==> src/hw/rtl/tbt_sqacc.sv <==
// shared difference squarer with accumulator
// no package dependencies
`default_nettype none
module tbt_sqacc (
    input  wire logic        i_clk,
    input  wire logic        i_clear,
    input  wire logic        i_en,
    input  wire logic [20:0] i_a,
    input  wire logic [20:0] i_b,
    output logic      [43:0] o_acc
);
    logic signed [21:0] diff;
    logic        [21:0] mag;
    logic        [43:0] sq;
    logic        [43:0] r_acc;
    logic        [43:0] n_acc;

    always_comb begin
        diff = $signed({i_a[20], i_a}) - $signed({i_b[20], i_b});
        mag = diff[21] ? 22'(-diff) : 22'(diff);
        sq = 44'(mag) * 44'(mag);
        n_acc = r_acc;
        if (i_clear) begin
            // clear with enable starts a new sum
            n_acc = i_en ? sq : '0;
        end else if (i_en) begin
            n_acc = r_acc + sq;
        end
    end

    always_ff @(posedge i_clk) begin
        r_acc <= n_acc;
    end

    assign o_acc = r_acc;
endmodule
`default_nettype wire

==> config.mk <==
export PLATFORM = sky130hd
export DESIGN_NAME = tbt_sqacc
export DESIGN_NICKNAME = d
export VERILOG_FILES = /design/src/hw/rtl/tbt_sqacc.sv
export SDC_FILE = /design/constraint.sdc
export NUM_CORES = 1
export LEC_CHECK = 0
export ABC_AREA = 1
export BUFFER_PORTS_ARGS = -buffer_cell sky130_fd_sc_hd__buf_2
export CORE_ASPECT_RATIO = 0.7
export CORE_MARGIN = 10
export CORE_UTILIZATION = 40
export CTS_CLUSTER_DIAMETER = 200
export DETAILED_ROUTE_END_ITERATION = 16
export GPL_TIMING_DRIVEN = 0
export SETUP_SLACK_MARGIN = 0.2
export SYNTH_ARGS = -nofsm -noshare
export SYNTH_HDL_FRONTEND = slang
export SYNTH_SLANG_ARGS = --single-unit
==> constraint.sdc <==
create_clock -name i_clk -period 18 [get_ports i_clk]
set_input_delay 2.7 -clock i_clk [delete_from_list [all_inputs] [get_ports i_clk]]
set_output_delay 2.7 -clock i_clk [all_outputs]
set_load 0.02 [all_outputs]
* After elaboration in Yosys (flattened, before gate mapping)
Cells that the tools add are included.
** Storage, ports and cells
- Register bits :: 44
- Word-level logic and storage cells :: 10
** Cells by class
- $add $sub $neg :: 3
- Multiply operators :: 1
- Mux-type cells :: 4
- Reduce and logical (&&, ||, !) cells :: 1
** Operators with widths (count)
- $mux W44 :: 3
- $add A44 B44 Y44 :: 1
- $mul A22 B22 Y44 :: 1
- $mux W22 :: 1
- $neg A22 Y22 :: 1
- $sub A21 B21 Y22 :: 1
- $reduce_bool A2 Y1 :: 1

* Longest topological paths before layout
- Word-level depth :: 7
- Mapped depth :: 61
- Gate-level depth less buffers :: 61

* Least setup slack after synthesis
No wires, ideal clock.
- Kind :: input port to flip-flop
- Start point :: input port i_a[0]
- End point :: register r_acc[42], in the netlist o_acc[42], data pin
- Arrival :: 11.724 ns
- Data required time :: 17.735 ns
- Path slack :: 6.011 ns
- Stages on the path :: 50
- Cell sequence :: inv_1 -> ha_1 -> fa_1 -> ha_1 -> inv_1 -> nor2_1 -> nand2_1 -> nor2_1 -> nand4_1 -> nor2_2 -> nand3_1 -> nand3_1 -> nand2_1 -> buf_2 -> nor2_1 -> fa_1 -> fa_1 -> fa_1 -> [... 14 more ...] -> o21bai_1 -> nand2_1 -> nor2_1 -> nor2_1 -> nand2_1 -> and2_1 -> ha_1 -> nand2_1 -> nor2_1 -> inv_1 -> nor4_1 -> nand3_1 -> nand3_1 -> nand2_1 -> o211ai_1 -> nand2_1 -> nand3_1 -> o21ai_0
** Between the ends
- Longest elaborated chain between the ends :: 7
** RTL lines
- start: declaration :: RTL line 8 : input wire logic [20:0] i_a,
- $sub A21 B21 Y22 (*) :: RTL line 19 : diff = $signed({i_a[20], i_a}) - $signed({i_b[20], i_b});
- $neg A22 Y22 :: RTL line 20 : mag = diff[21] ? 22'(-diff) : 22'(diff);
- $mux W22 (*) :: RTL line 20
- $mul A22 B22 Y44 (*) :: RTL line 21 : sq = 44'(mag) * 44'(mag);
- $add A44 B44 Y44 :: RTL line 27 : n_acc = r_acc + sq;
- $mux W44 :: RTL line 26 : end else if (i_en) begin
- $mux W44 (*) :: RTL line 23 : if (i_clear) begin
- via n_acc[42] :: RTL line 16 : logic [43:0] n_acc;
- end signal: assignment :: RTL line 32 : r_acc <= n_acc;
- end: declaration :: RTL line 15 : logic [43:0] r_acc;
Mark *: on every way through the listed nets, which the timed path passes. The rest lies on a longest branch. The select of a mux whose other input is x is not followed.
A chain may end at the register's enable or synchronous reset.

* Worst setup path after layout
Ends and elaborated chain as after synthesis.

==> results.yml <==
setup_path:
  startpoint: "i_a[0]"
  crit_required_ns: 18.01
  endpoint: "o_acc[42]"
  cp-start-kind: "input port"
  critPathSlowestCell: "fa_1"
  worst-path-max-fanout: 7
  critPathKind: "input port to flop"
  rr_worst_depth: 13
  worstPathArrival_ns: 13.94
  rr_endpoint: "o_acc[36]"
  critPathMaxStageDelay_ns: 0.58
  reg2reg_slack_ns: 14.43
  r2r-start: "o_acc[0]"
  crit_path_end_kind: "flop"
clocking:
  clock-root-buffer: "clkbuf_16"
  cts_setup_buffers: 0
  holdBufCountCts: 0
  clkLatencyLatePin_ns: 0.31
  cts_tree: "done"
  cts.clk_slew.worst_paths_ns: 0.07
  numCtsBuffers: 5
  cts_sinks: 44
  htree_num_levels: 2
  clock_path_buffers: 2
  post_cts_resized: 0
sta:
  report.final.hold_viol_count: 0
  worst_slew_pin_slew_ns: 1.170
  fmax_ghz: 0.07179
  slew_viol_final: 0
  period_share: 0.7739
  relSlewSlack: 0.2203
  setup-tns-final_ns: 0
  rsz0062_at_grt: "false"
  setup_viol: 0
  fin_skew_ns: 0.009672
  min_period_ns: 13.93
floorplanning:
  die_h_um: 209.0
  start_util: 0.4033
  die_area_sq_um: 60590
  boundaryPins: 89
  core_sq_um: 50590
  rows: 69
  die_w_um: 289.9
placement:
  dpl.hpwl_um: 56080
  portBuffers: 88
  gp_congestion: 0.9441
yosys:
  synth_top_cell_by_area: "fa_1"
  netlist_area_sq_um: 20400
  async_flop_share: 0
  synth_edf_count: 44
  ys.flop_type: "edfxtp_1"
  yosysWarnings: 0
  synth_top_area_frac: 0.3405
  yosysSeqAreaShare: 0.06476
  synthDistinctLibCells: 48
  syn_area_per_cell_sq_um: 7.512
  syn-instance-count: 2716
  ys_top_cells_by_area: "fa_1, ha_1, inv_1"
  ys_seq_elements: 44
grt:
  grt_pass1_wl_um: 102200
  grt_pass1_vias: 18410
  grt_start_max_net_pins: 45
  grt_usage: 0.2099
  antenna_found_initial: 0
  grt_overflow: 0
routing:
  drtAntennaViolNets: 0
  first_pass_iters: 5
  wire_per_inst_um: 18.12
  route.detailed.drc: 0
  num_vias: 17820
  routed_via_density: 5.089
  wl_um: 63450
  drt_iter0_markers: 1307
finish:
  final_nets: 3440
  largest_reg_flops: 44
  final_common_cell: "inv_1"
  diodes: 0
  syn2layout_area_growth_pct: 7.389
  drive_gt1_frac: 0.07534
  fillerInstances: 5297
  final_cell_mix: "inv_1, nand2_1, fa_1"
run:
  max-cap-violations: 0
hold_path:
  hp-start: "o_acc[0]"
  hold_class: "flop to flop"
outcome:
  status: "complete, no violations"
==> cells by family after synthesis <==
logic type                 Yosys count  share of synthesized area
adders and majority gates          569                     0.4766
AOI/OAI and AO/OA                  328                    0.09070
and+or+nand+nor                    974                     0.1998
xor gates and xnor gates            66                    0.02944
other                                2                  0.0003681
DFF                                 44                    0.06476
buffers and inverters              733                     0.1383
==> per-layer routing <==
metal | share of wire | track usage | vias up | wire (um)
met3 | 0.089 | 0.04870 | 72 | 5674
met4 | 0.023 | 0.04459 | 0 | 1459
met1 | 0.48 | 0.3080 | 8630 | 30360
met5 | 0 | 0 | - | 0
li1 | - | - | 8486 | -
met2 | 0.41 | 0.3079 | 630 | 25950
==> Yosys cell counts (17+ instances only) <==
cell / n
a31oi_1: 20
o21ai_0: 108
nand2_1: 522
nand3_1: 80
inv_2: 32
xor2_1: 42
ha_1: 222
nor2_2: 17
xnor2_1: 21
buf_2: 19
edfxtp_1: 44
nand4_1: 25
fa_1: 347
inv_1: 659
a21oi_1: 126
nor2_1: 266
==> worst min path at each step <==
| stage | endpoint | slack, ns | cells after the start |
|---|---|---|---|
| floorplan | o_acc[0] | 0.81 | 3 |
| global placement | o_acc[0] | 0.69 | 3 |
| detailed placement | o_acc[0] | 0.70 | 3 |
| CTS | o_acc[0] | 0.72 | 3 |
| global route | o_acc[0] | 0.77 | 3 |
| finish | o_acc[0] | 0.72 | 3 |
==> metrics by stage <==
step | hold slack [ns] | utilization | std cells | area, sq um | worst slack, ns
after CTS | 0.7218 | 0.4331 | 3501 | 21910 | 4.107
final | 0.7214 | 0.4331 | 3501 | 21910 | 4.071
after global placement | 0.6900 | 0.4298 | 3493 | 21740 | 3.870
after global routing | 0.7742 | 0.4331 | 3501 | 21910 | 2.994
after detailed placement | 0.7027 | 0.4298 | 3493 | 21740 | 3.841
after floorplan | 0.8053 | - | 2731 | 20460 | 6.011
==> worst max-delay path: cells and delay by family <==
kind	cells	cell delay, ns
AOI/OAI and AO/OA	10	1.86
and+or+nand+nor	19	3.01
xor gates and xnor gates	1	0.27
adders and majority gates	11	4.94
buffers and inverters	11	1.13
==> area by class of cell <==
class	count	area, sq um	area share
clock inverter	3	42.54	0.001942
multi-input combinational	1954	16320	0.7446
buffer	41	222.7	0.01016
timing repair buffer	88	440.4	0.02010
clock buffer	5	125.1	0.005710
sequential	44	1321	0.06030
tap	674	843.3	0.03849
inverter	692	2600	0.1187
Power is not shown: default switching activity piles up to over one toggle a cycle in this logic, so the estimate is an artifact.
